### src/rtl/assert_macros.svh
// assertion helpers shared by the rtl
`ifndef ASSERT_MACROS_SVH
`define ASSERT_MACROS_SVH

// implication checked on every rising clock edge outside reset
`define ASSERT_IMPL(label, ante, cons, msg) \
  label: assert property (@(posedge clk) disable iff (!rst_n) (ante) |-> (cons)) \
    else $error(msg);

// condition that must never be seen outside reset
`define ASSERT_NEVER(label, cond, msg) \
  `ASSERT_IMPL(label, 1'b1, !(cond), msg)

`endif

### src/rtl/sfrl_ram.sv
module sfrl_ram #(
  parameter int unsigned WIDTH = 8,
  parameter int unsigned DEPTH = 16,
  parameter int unsigned AW    = (DEPTH > 1) ? $clog2(DEPTH) : 1
) (
  input  logic             clk,
  input  logic             we,
  input  logic [AW-1:0]    waddr,
  input  logic [WIDTH-1:0] wdata,
  input  logic             re,
  input  logic [AW-1:0]    raddr,
  output logic [WIDTH-1:0] rdata
);

  logic [WIDTH-1:0] mem [DEPTH];

  // single write port, registered read port
  always_ff @(posedge clk) begin
    if (we) begin
      mem[waddr] <= wdata;
    end
    if (re) begin
      rdata <= mem[raddr];
    end
  end

endmodule

### config.mk
export PLATFORM = sky130hd
export DESIGN_NAME = sfrl_ram
export DESIGN_NICKNAME = d
export VERILOG_FILES = /design/src/rtl/assert_macros.svh /design/src/rtl/sfrl_ram.sv
export SDC_FILE = /design/constraint.sdc
export NUM_CORES = 1
export LEC_CHECK = 0
export ABC_CLOCK_PERIOD_IN_PS = 1750
export BUFFER_PORTS_ARGS = -buffer_cell sky130_fd_sc_hd__buf_2
export CORE_MARGIN = 2
export CORE_UTILIZATION = 50
export CTS_CLUSTER_SIZE = 28
export DETAILED_ROUTE_END_ITERATION = 7
export PLACE_DENSITY = 0.76
export SLEW_MARGIN = 20
export SYNTH_ARGS = -nofsm -noshare
export SYNTH_HDL_FRONTEND = slang
export SYNTH_SLANG_ARGS = --single-unit
### constraint.sdc
create_clock -name clk -period 1.75 [get_ports clk]
set_input_delay 0 -clock clk [delete_from_list [all_inputs] [get_ports clk]]
set_output_delay 0 -clock clk [all_outputs]
set_load 0.05 [all_outputs]
==> reports/results.ini <==
[run_status]
run_status = finished clean

[critical_path]
critPathTopFamily = multiplexers
cp_max_fo = 1
path_buf_inv = 0
cp.required_ps = 2000
worst-setup-path-type = reg2reg
crit_path_max_incr_delay_ps = 510
worst_setup_path_end_kind = flop
cp-start-kind = flop
slowest_stage = mux4_1
worstPathCellList = mux4_1, a22oi_1, nand2_1
crit_arrival_ps = 1760

[global_routing]
antenna_found_initial = 0
grt_use_total_pct = 19.4
grt-ovfl-total = 0
grt_max_degree = 32
grt_pass1_wl_mm = 15.5
grt_pass1_vias = 2637

[placement]
port_buffers = 26
gp_congestion = 0.742
dp_hpwl_mm = 6.33
place_area_um2 = 5630

[synthesis]
synthesis.area_um2 = 5230
synth_fa_ha_area_share_pct = 0
yosys.area.top_type = edfxtp_1
yosys-top-cells-area = edfxtp_1, mux4_2, mux4_1
synth.avg_cell_area_um2 = 22.8
synth-seq-cells = 136
synthSimpleGateAreaFrac_pct = 3.14
yosysTopAreaCellShare_pct = 78.1
yosys.area_share.xor_xnor_pct = 0
syn_inst = 229
synth_cell_types = 18
synth_top_family_by_area = multiplexers
synth_fp_nets = 248
synth.yosys.seq_area_share_pct = 78.1
ys_warn_count = 0
synth_compound_area_share_pct = 2.30
synth_mux_area_share_pct = 14.8

[timing]
slew_viol_final = 0
fmax_ghz = 0.661
tightest_slew_ps = 442
period_share_pct = 86.5
slew_headroom_pct = 70.5
finalSetupViolations = 0
whs_ps = 61.6
final.setup_skew_ps = 9.51
rsz0062_at_grt = false
tns_ps = 0
finalWorstPathRequiredPeriod_ps = 1510
hold_viol = 0

[detailed_routing]
drc = 0
ant_nets = 0
first_pass_iters = 7
wire_per_inst_um = 22.4
dr_total_vias = 2529
wl_mm = 9.94
vias_per_cell = 5.70
drtIter0Drc = 273

[die]
die_area_um2 = 11300
ios = 27
core.rowCount = 37
die_x_um = 106
die_h_um = 106
initial_core_util_pct = 51.1
fp.coreArea_um2 = 10200

[layout]
final_common_cell = edfxtp_1
fill_cells = 680
nets = 314
num_antenna_cells = 0
mostFrequentLayoutCells = edfxtp_1, buf_2, buf_4, mux4_2
finish.instance_area_um2 = 6270
drive_gt1_share_pct = 31.5
area_growth_pct = 19.9

[clock_network]
cts_repair_resize_count = 0
htreeDepth = 4
numCtsBuffers = 17
ctsHoldBuffers = 9
cts_root_buffer = clkbuf_8
cts_tree = yes
cts_setup_buffers = 0
worstSkewPairLatency_ps = 500
clk_path_buf_depth = 2
cts.clk_slew.worst_paths_ps = 60
clock_sinks = 136

[power_and_ir_drop]
leakage_nw = 2.13
total_power_mw = 7.30
power_density_nw_per_um2 = 1160
vdd_drop_max_uv = 580

[run]
max-cap-violations = 0

[hold_path]
min_path_type = in2reg

[worst reg2reg max path: stages, from the launching register on]
cell and delay [ps]:
edfxtp_1 370, mux4_1 510, a22oi_1 290, nand2_1 90
[flip-flops by register name, summed over array words and instances, names as in the netlist]
signal and count:
rdata 8, mem 128
[cell families after synthesis]
kind of cell	count (synthesis)
buffers and inverters	10
DFF	136
muxes	32
and+or+nand+nor	35
AOI/OAI and AO/OA	16
[per-layer routing]
layer | GRT usage [%] | routed length, um
met4 | 7.89 | 142
met2 | 29.6 | 5020
met3 | 4.78 | 871
met1 | 27.4 | 3910
met5 | 0 | 0
[cell type report]
cell class / instances / area, um^2 / area share (%)
flip-flops and latches: 136 / 4080 / 65.2
well taps: 136 / 170 / 2.72
clock buffers: 18 / 418 / 6.67
clock inverters: 14 / 126 / 2.02
repair buffers: 57 / 410 / 6.55
multi-input cells: 83 / 1060 / 16.9
[where the power goes]
part	internal (mW)	switching [mW]
clock	1.89	1.31
combinational	0.161	0.243
sequential	3.67	0.0212
[cell usage after synthesis, drive strengths merged]
library cell	instances
edfxtp	136
and2	1
or3b	1
mux4	32
nor3	4
nor2	13
a22oi	16
nor2b	1
buf	7
nand3	1
clkdlybuf4s25	3
nand3b	2
and2b	1
nand2b	2
nand2	9
[path summary, 6_finish.rpt]
check	startpoint	endpoint	slack [ps]	cells after the start
hold reg to reg	mem[14][1]	rdata[1]	760	3
hold / removal	waddr[0]	mem[0][6]	60	3
setup / recovery	mem[1][5]	rdata[5]	240	3
setup reg to reg	mem[1][5]	rdata[5]	240	3
[per-stage QoR]
step | utilization (%) | worst slack, ps | instances
after floorplan | - | 257 | 229
after global placement | 55.0 | 140 | 403
after detailed placement | 55.0 | 135 | 403
after CTS | 61.2 | 218 | 444
after global routing | 61.2 | 188 | 444
final | 61.2 | 237 | 444
(Power assumes the default switching activity.)
