`config.mk`:
```
export PLATFORM = sky130hd
export DESIGN_NAME = sfrl_index
export DESIGN_NICKNAME = d
export VERILOG_FILES = /design/src/rtl/assert_macros.svh /design/src/rtl/sfrl_pkg.sv /design/src/rtl/sfrl_index.sv
export SDC_FILE = /design/constraint.sdc
export NUM_CORES = 1
export LEC_CHECK = 0
export ABC_AREA = 1
export BUFFER_PORTS_ARGS = -buffer_cell sky130_fd_sc_hd__buf_2
export CAP_MARGIN = 20
export CORE_ASPECT_RATIO = 0.9
export CORE_UTILIZATION = 45
export CTS_BUF_LIST = sky130_fd_sc_hd__clkbuf_8 sky130_fd_sc_hd__clkbuf_16
export CTS_CLUSTER_SIZE = 16
export DETAILED_ROUTE_END_ITERATION = 16
export GPL_ROUTABILITY_DRIVEN = 0
export PLACE_DENSITY = 0.88
export SLEW_MARGIN = 15
export SYNTH_ARGS = -nofsm -noshare
export SYNTH_HDL_FRONTEND = slang
export SYNTH_SLANG_ARGS = --single-unit
```
`constraint.sdc`:
```
create_clock -name clk -period 1.2 [get_ports clk]
set_input_delay 0.06 -clock clk [delete_from_list [all_inputs] [get_ports clk]]
set_output_delay 0.06 -clock clk [all_outputs]
set_load 0.05 [all_outputs]
```
`src/rtl/assert_macros.svh`:
```
// assertion helpers shared by the rtl
`ifndef ASSERT_MACROS_SVH
`define ASSERT_MACROS_SVH

// implication checked on every rising clock edge outside reset
`define ASSERT_IMPL(label, ante, cons, msg) \
  label: assert property (@(posedge clk) disable iff (!rst_n) (ante) |-> (cons)) \
    else $error(msg);

// condition that must never be seen outside reset
`define ASSERT_NEVER(label, cond, msg) \
  `ASSERT_IMPL(label, 1'b1, !(cond), msg)

`endif

```
`src/rtl/sfrl_pkg.sv`:
```
package sfrl_pkg;

  // table size default
  localparam int unsigned TABLE_ENTRIES_DEF = 4096;

  // configuration register indexes
  localparam int unsigned CFG_IDX_W = 8;
  localparam logic [CFG_IDX_W-1:0] CFG_SYN_LIMIT     = 8'd0;
  localparam logic [CFG_IDX_W-1:0] CFG_WINDOW_LENGTH = 8'd1;

  // register reset values
  localparam logic [31:0] SYN_LIMIT_RST     = 32'd100;
  localparam logic [63:0] WINDOW_LENGTH_RST = 64'd1_000_000_000;

  // header constants
  localparam logic [15:0] ETHER_IPV4    = 16'h0800;
  localparam logic [7:0]  PROTO_TCP     = 8'd6;
  localparam logic [16:0] ETH_HDR_BYTES = 17'd14;
  localparam logic [16:0] IP_MIN_BYTES  = 17'd20;
  localparam logic [16:0] TCP_HDR_BYTES = 17'd20;
  localparam logic [31:0] COUNT_MAX     = 32'hFFFF_FFFF;

  typedef struct packed {
    logic [15:0] frame_length;
    logic [15:0] ether_type;
    logic [7:0]  ip_proto;
    logic [3:0]  ip_header_words;
    logic        flag_syn;
    logic        flag_ack;
    logic        flag_rst;
    logic [31:0] source_addr;
    logic [63:0] time_ns;
  } in_item_t;

  typedef struct packed {
    logic        verdict;
    logic        was_counted;
    logic [31:0] window_count;
  } out_item_t;

  // one table entry as stored in memory
  typedef struct packed {
    logic        valid;
    logic [31:0] tag;
    logic [63:0] window_start;
    logic [31:0] syn_count;
  } entry_t;

  typedef enum logic [2:0] {
    ST_CLEAR,
    ST_IDLE,
    ST_INDEX,
    ST_EVAL,
    ST_WRITE
  } state_t;

  // bounds, ethertype, protocol and flag checks for a countable syn
  function automatic logic qualifies(input in_item_t item);
    logic [16:0] len;
    logic [16:0] need;
    len  = {1'b0, item.frame_length};
    need = ETH_HDR_BYTES + {11'd0, item.ip_header_words, 2'b00} + TCP_HDR_BYTES;
    return (len >= ETH_HDR_BYTES) && (len >= ETH_HDR_BYTES + IP_MIN_BYTES) &&
           (len >= need) && (item.ether_type == ETHER_IPV4) &&
           (item.ip_proto == PROTO_TCP) && item.flag_syn && !item.flag_ack &&
           !item.flag_rst;
  endfunction

endpackage

```
`src/rtl/sfrl_index.sv`:
```
module sfrl_index #(
  parameter int unsigned TABLE_ENTRIES = sfrl_pkg::TABLE_ENTRIES_DEF,
  parameter int unsigned IDX_W = (TABLE_ENTRIES > 1) ? $clog2(TABLE_ENTRIES) : 1
) (
  input  logic             clk,
  input  logic             rst_n,
  input  logic             start,
  input  logic [31:0]      addr,
  output logic             done,
  output logic [IDX_W-1:0] idx
);

  // addr mod TABLE_ENTRIES by reciprocal multiply, quotient low by at most one
  localparam int unsigned LOG_N = $clog2(TABLE_ENTRIES);
  localparam logic [64:0] MOD_NUM = 65'd1 << (32 + LOG_N);
  localparam logic [32:0] MOD_MUL = 33'(MOD_NUM / 65'(TABLE_ENTRIES));
  localparam logic [IDX_W:0] MOD_N = (IDX_W + 1)'(TABLE_ENTRIES);

  logic             v1_r, v2_r, v3_r;
  logic [31:0]      addr1_r, addr2_r;
  logic [31:0]      q_r;
  logic [31:0]      p_r;
  logic [IDX_W-1:0] idx_r;
  logic [64:0]      prod;
  logic [48:0]      p_full;
  logic [31:0]      diff;
  logic [IDX_W:0]   rem;
  logic [IDX_W:0]   rem_fix;

  // stage arithmetic
  always_comb begin
    prod    = {32'd0, addr} * {32'd0, MOD_MUL};
    p_full  = {17'd0, q_r} * 49'(TABLE_ENTRIES);
    diff    = addr2_r - p_r;
    rem     = diff[IDX_W:0];
    rem_fix = (rem >= MOD_N) ? rem - MOD_N : rem;
  end

  // stage valids
  always_ff @(posedge clk) begin
    if (!rst_n) begin
      v1_r <= 1'b0;
      v2_r <= 1'b0;
      v3_r <= 1'b0;
    end else begin
      v1_r <= start;
      v2_r <= v1_r;
      v3_r <= v2_r;
    end
  end

  // quotient, product and corrected remainder
  always_ff @(posedge clk) begin
    if (start) begin
      q_r     <= 32'(prod >> (32 + LOG_N));
      addr1_r <= addr;
    end
    if (v1_r) begin
      p_r     <= p_full[31:0];
      addr2_r <= addr1_r;
    end
    if (v2_r) begin
      idx_r <= rem_fix[IDX_W-1:0];
    end
  end

  assign done = v3_r;
  assign idx  = idx_r;

endmodule

```
==> impl_metrics.ini, run 1 <==
[run_status]
status = finished clean

[clock_tree]
clkSlewWorstSetupHoldPaths_ps = 70
cts_tree = yes
cts_num_sinks = 39
htreeDepth = 2
post_cts_buffers = 0
clk_latency_ps = 290
cts_buffer_depth = 2
ctsResizeCount = 0
root_buffer = clkbuf_8
cts_made_buffers = 5

[worst_setup_path]
worst_path_largest_cell_delay_ps = 370
crit_buf_inv = 1
critPathLaunchType = register
cp_max_fo = 1
rr_worst_depth = 1
critPathKind = reg2out
path_depth = 1
crit_arrival_ps = 870
cp_slowest_cell = edfxtp_1
crit_family = flip-flops
end_kind = primary output
cp.required_ps = 1140
path_cells = buf_2

[sta]
period_minus_slack_ps = 933
worstMarginPinSlew_ps = 275
grt_setup_unrepaired = false
slew_headroom = 0.817
fin_ws_ps = 267
max_freq_mhz = 1070
setup-violations-final = 0
layout_worst_path_cycle_share = 0.778
hold_violations = 0
slew_viol_final = 0
fin_skew_ps = 4.61
setup_tns_ps = 0

[die]
floorplan.rows = 17
ios = 48
dieArea_mm2 = 0.00279
fp.coreArea_mm2 = 0.00245
start_util = 0.476
die_h_um = 50.2
die_w_um = 55.6

[min_path]
hold_class = in2reg
min_path_cells = 3

[placement]
dp_cells = 102
portBuffers = 27
place.detailed.hpwl_um = 903
place_worst_setup_slack_ps = 406

[synth]
synth.ff_latch_count = 39
postSynthCellCount = 45
synth_area_mm2 = 0.00116
seq_area_frac_synth = 0.981
synth_cell_type_count = 4
yosysTopAreaCell = edfxtp_1
synth_area_leaders = edfxtp_1 (93%), dfxtp_1 (5.2%), inv_1 (0.97%)
avgSynthCellArea_um2 = 25.9
yosys_warnings = 0
syn-num-nets = 80
synth_top_area_frac = 0.929

[power_and_ir_drop]
p_leak_nw = 0.629
power.density_mw_per_mm2 = 1750
ir_drop_uv = 1230
p_total_w = 0.00279

[grt]
gr-total-overflow = 0
grt_pass1_wl_um = 2310
grt_max_degree = 14
antenna_found_initial = 0
grt.total_usage = 0.130
first_global_vias = 504

[routing]
via_per_inst = 4.35
drc = 0
drt_iter0_markers = 7
avgRoutedWirePerCell_um = 11.9
routed_wl_um = 1470
ant_nets = 0
dr_total_vias = 535
first_pass_iters = 3

[finish]
drive_gt1_frac = 0.389
antenna_cells = 0
area_growth_pct = 37.2
fin_util = 0.653
instances_no_fill = 123
fin_nets = 129

[run]
cap_violations = 0
## kinds of logic after synthesis
group | share of synthesized area
and+or+nand+nor | 0.00968
buffers and inverters | 0.00968
DFF | 0.981
## metrics by stage
step,area [um^2],hold WS [ps]
detailed placement,1350,239
CTS,1600,157
global placement,1350,237
floorplan,1160,153
finish,1600,153
global route,1600,162
## tightest hold or removal path: cells and delay by family
| family | cells | cell delay (ps) |
|---|---|---|
| buffers and inverters | 2 | 230 |
| AND/OR/NAND/NOR | 1 | 110 |
## final timing paths
path | startpoint | slack, ps | to
worst max-delay path | idx[0] | 270 | idx[0]
worst min register to register | addr1_r[4] | 420 | addr2_r[4]
worst min-delay path | start | 150 | v1_r
worst max register to register | v2_r | 400 | idx[10]
## where the power goes
| group | total (W) | switching [W] | internal (W) |
|---|---|---|---|
| Sequential | 0.00159 | 0.0000182 | 0.00157 |
| Combinational | 0.000103 | 0.0000516 | 0.0000513 |
| Clock | 0.00110 | 0.000426 | 0.000672 |
| Total | 0.00279 | 0.000496 | 0.00229 |
## synth_stat cells
cell / count
dfxtp_1: 3
edfxtp_1: 36
inv_1: 3
nand2_1: 3
## cell usage in the layout (no fill, tap or decap)
cell           count
edfxtp_1          36
buf_2             27
dlygate4sd3_1     13
clkbuf_8           6
nand2_1            3
inv_1              3
dfxtp_1            3
buf_4              2
bufinv_16          1
clkinv_2           1
## timing repair
action                                  4_1_cts  5_1_grt
hold buffers                                 13        0
hold endpoints to repair                     14        0
endpoints found under the setup margin        0        0
## layout make-up
| type | instances | area [um^2] |
|---|---|---|
| fill | 163 | 850 |
| clock inverter | 2 | 35.0 |
| sequential | 39 | 1140 |
| timing repair buffer | 42 | 280 |
| clock buffer | 6 | 82.6 |
| multi-input combinational | 3 | 11.3 |
| tap | 28 | 35.0 |
| inverter | 3 | 11.3 |
## routing by layer
| layer | vias to the layer above | track usage | routed length [um] |
|---|---|---|---|
| li1 | 266 | - | - |
| met1 | 237 | 0.127 | 599 |
| met2 | 25 | 0.183 | 706 |
| met3 | 7 | 0.0696 | 103 |
| met4 | 0 | 0.150 | 59 |
| met5 | - | 0 | 0 |
## state kept, by name (all words and copies together), names as in the netlist
signal,count
addr1_r,12
v2_r,1
idx,12
v1_r,1
addr2_r,12
done,1
Note: power is estimated with default switching activity, not from simulation.
==> inputs of run 2 (changes only) <==
--- a/config.mk
+++ b/config.mk
@@ -5,7 +5,7 @@
 export SDC_FILE = /design/constraint.sdc
 export NUM_CORES = 1
 export LEC_CHECK = 0
-export ABC_AREA = 1
+export ABC_AREA = 0
 export BUFFER_PORTS_ARGS = -buffer_cell sky130_fd_sc_hd__buf_2
 export CAP_MARGIN = 20
 export CORE_ASPECT_RATIO = 0.9
==> constraint.sdc (replaced) <==
create_clock -name clk -period 0.9 [get_ports clk]
set_input_delay 0.045 -clock clk [delete_from_list [all_inputs] [get_ports clk]]
set_output_delay 0.045 -clock clk [all_outputs]
set_load 0.05 [all_outputs]
==> impl_metrics.ini, run 2 <==
[run_status]
status = finished clean

[synth]
synth_area_leaders = edfxtp_1 (93%), dfxtp_1 (5.2%), and2_1 (1.6%)
synth_mux_area_frac = 0
postSynthCellCount = 42
synth.ff_latch_count = 39
yosysTopAreaCell = edfxtp_1
synth_cell_type_count = 3
synth_compound_area_frac = 0
async_flop_share = 0
synth_area_mm2 = 0.00116
synth.most_common_cell = edfxtp_1
synth_fa_ha_area_frac = 0
seq_area_frac_synth = 0.984
synth_top_area_frac = 0.932
synth-edff-count = 36
yosys_warnings = 0
synth-xor-area-share = 0
synthFlopType = edfxtp_1
synth_top_family_by_area = simple AND/OR/NAND/NOR gates
synthTopCellsByCount = edfxtp_1 (36), and2_1 (3), dfxtp_1 (3)
avgSynthCellArea_um2 = 27.6
synthSimpleGateAreaFrac = 0.0162
syn-num-nets = 77

[worst_setup_path]
r2r-end = addr2_r[3]
r2r-start = v1_r
critPathKind = reg2out
ff2ff_setup_slack_ps = 100
crit_family = flip-flops
worst_path_largest_cell_delay_ps = 390
path_cells = buf_6
cp_max_fo = 1
cp.required_ps = 850
crit_buf_inv = 1
cp-startpoint = idx[7]
cp_slowest_cell = edfxtp_1
crit_end = idx[7]
critPathLaunchType = register
crit_arrival_ps = 840
rr_worst_depth = 1
end_kind = primary output
path_depth = 1

[die]
dieArea_mm2 = 0.00278
start_util = 0.474
die_h_um = 50.2
fp.coreArea_mm2 = 0.00245
floorplan.rows = 17
die_w_um = 55.5
ios = 48

[routing]
drt_iter0_markers = 8
dr_total_vias = 545
dr_wl_met3_um = 100
drc = 0
first_pass_iters = 2
wl_met2_um = 880
avgRoutedWirePerCell_um = 13.5
met1_length_um = 584
highest_layer = met4
ant_nets = 0
routed_wl_um = 1620
via_per_inst = 4.54

[sta]
fin_skew_ps = 3.74
max_freq_mhz = 1130
setup-violations-final = 0
grt_setup_unrepaired = true
hold_violations = 0
period_minus_slack_ps = 887
layout_worst_path_cycle_share = 0.986
fin_ws_ps = 12.7
slew_headroom = 0.833
worstMarginPinSlew_ps = 250
hold_slack_ps = 6.97
slew_viol_final = 0

[clock_tree]
root_buffer = clkbuf_8
clkSlewWorstSetupHoldPaths_ps = 70
cts_made_buffers = 5
cts_num_sinks = 39
cts_buffer_depth = 2
htreeDepth = 2
post_cts_buffers = 0
cts_tree = yes
clk_latency_ps = 280

[placement]
dp_cells = 100
portBuffers = 27
place_area_mm2 = 0.00137
place_worst_setup_slack_ps = 118

[power_and_ir_drop]
p_leak_nw = 0.630
p_total_w = 0.00350
power.density_mw_per_mm2 = 2100
ir_drop_uv = 1670

[grt]
grt.total_usage = 0.116
first_global_vias = 498
antenna_found_initial = 0
grt_max_degree = 14
grt_pass1_wl_um = 2150
gr-total-overflow = 0

[min_path]
hold_class = in2reg
min_path_cells = 2

[finish]
fin_nets = 126
instances_no_fill = 120
drive_gt1_frac = 0.402
mostFrequentLayoutCell = edfxtp_1
antenna_cells = 0
final_area_mm2 = 0.00166
final_cell_mix = edfxtp_1 (36), buf_2 (14), dlygate4sd3_1 (12), buf_6 (12), clkbuf_8 (7)
area_growth_pct = 43.4

[run]
cap_violations = 0
## run 2: what timing repair did
action | in CTS | in global routing
endpoints found under the setup margin | 11 | 13
resized for setup | 13 | 13
hold buffers | 12 | 0
hold endpoints to repair | 12 | 0
## run 2: where the power goes
part           total (W)  leakage [nW]  internal, W  switching [W]
sequential       0.00212         0.365      0.00209      0.0000283
combinational   0.000150         0.210    0.0000801      0.0000696
clock            0.00123        0.0557     0.000687       0.000539
## run 2: cell families after synthesis
| group | Yosys count |
|---|---|
| flops | 39 |
| simple gates | 3 |
## run 2: area by class of cell
cell class,instances,area [um^2]
well taps,28,35.0
fillers,141,783
flip-flops and latches,39,1140
clock buffers,7,96.3
repair buffers,42,368
clock inverters,1,3.75
multi-input cells,3,18.8
## run 2: worst min path at each step
| stage | start | end | slack [ps] |
|---|---|---|---|
| after global routing | rst_n | v1_r | 4 |
| after floorplan | addr[0] | addr1_r[0] | 140 |
| after detailed placement | addr[2] | addr1_r[2] | 220 |
| after CTS | rst_n | done | 1 |
| final | rst_n | v1_r | 7 |
| after global placement | addr[6] | addr1_r[6] | 220 |
## run 2: routing by layer
metal / vias to the layer above / track usage
met3: 5 / 0.0644
li1: 261 / -
met1: 255 / 0.108
met2: 24 / 0.195
met5: - / 0
met4: 0 / 0.0750
## run 2: stage by stage
| step | utilization | TNS [ps] |
|---|---|---|
| final | 0.680 | 0 |
| after global placement | 0.558 | 0 |
| after global routing | 0.680 | -160 |
| after CTS | 0.662 | 0 |
| after floorplan | - | 0 |
| after detailed placement | 0.558 | 0 |
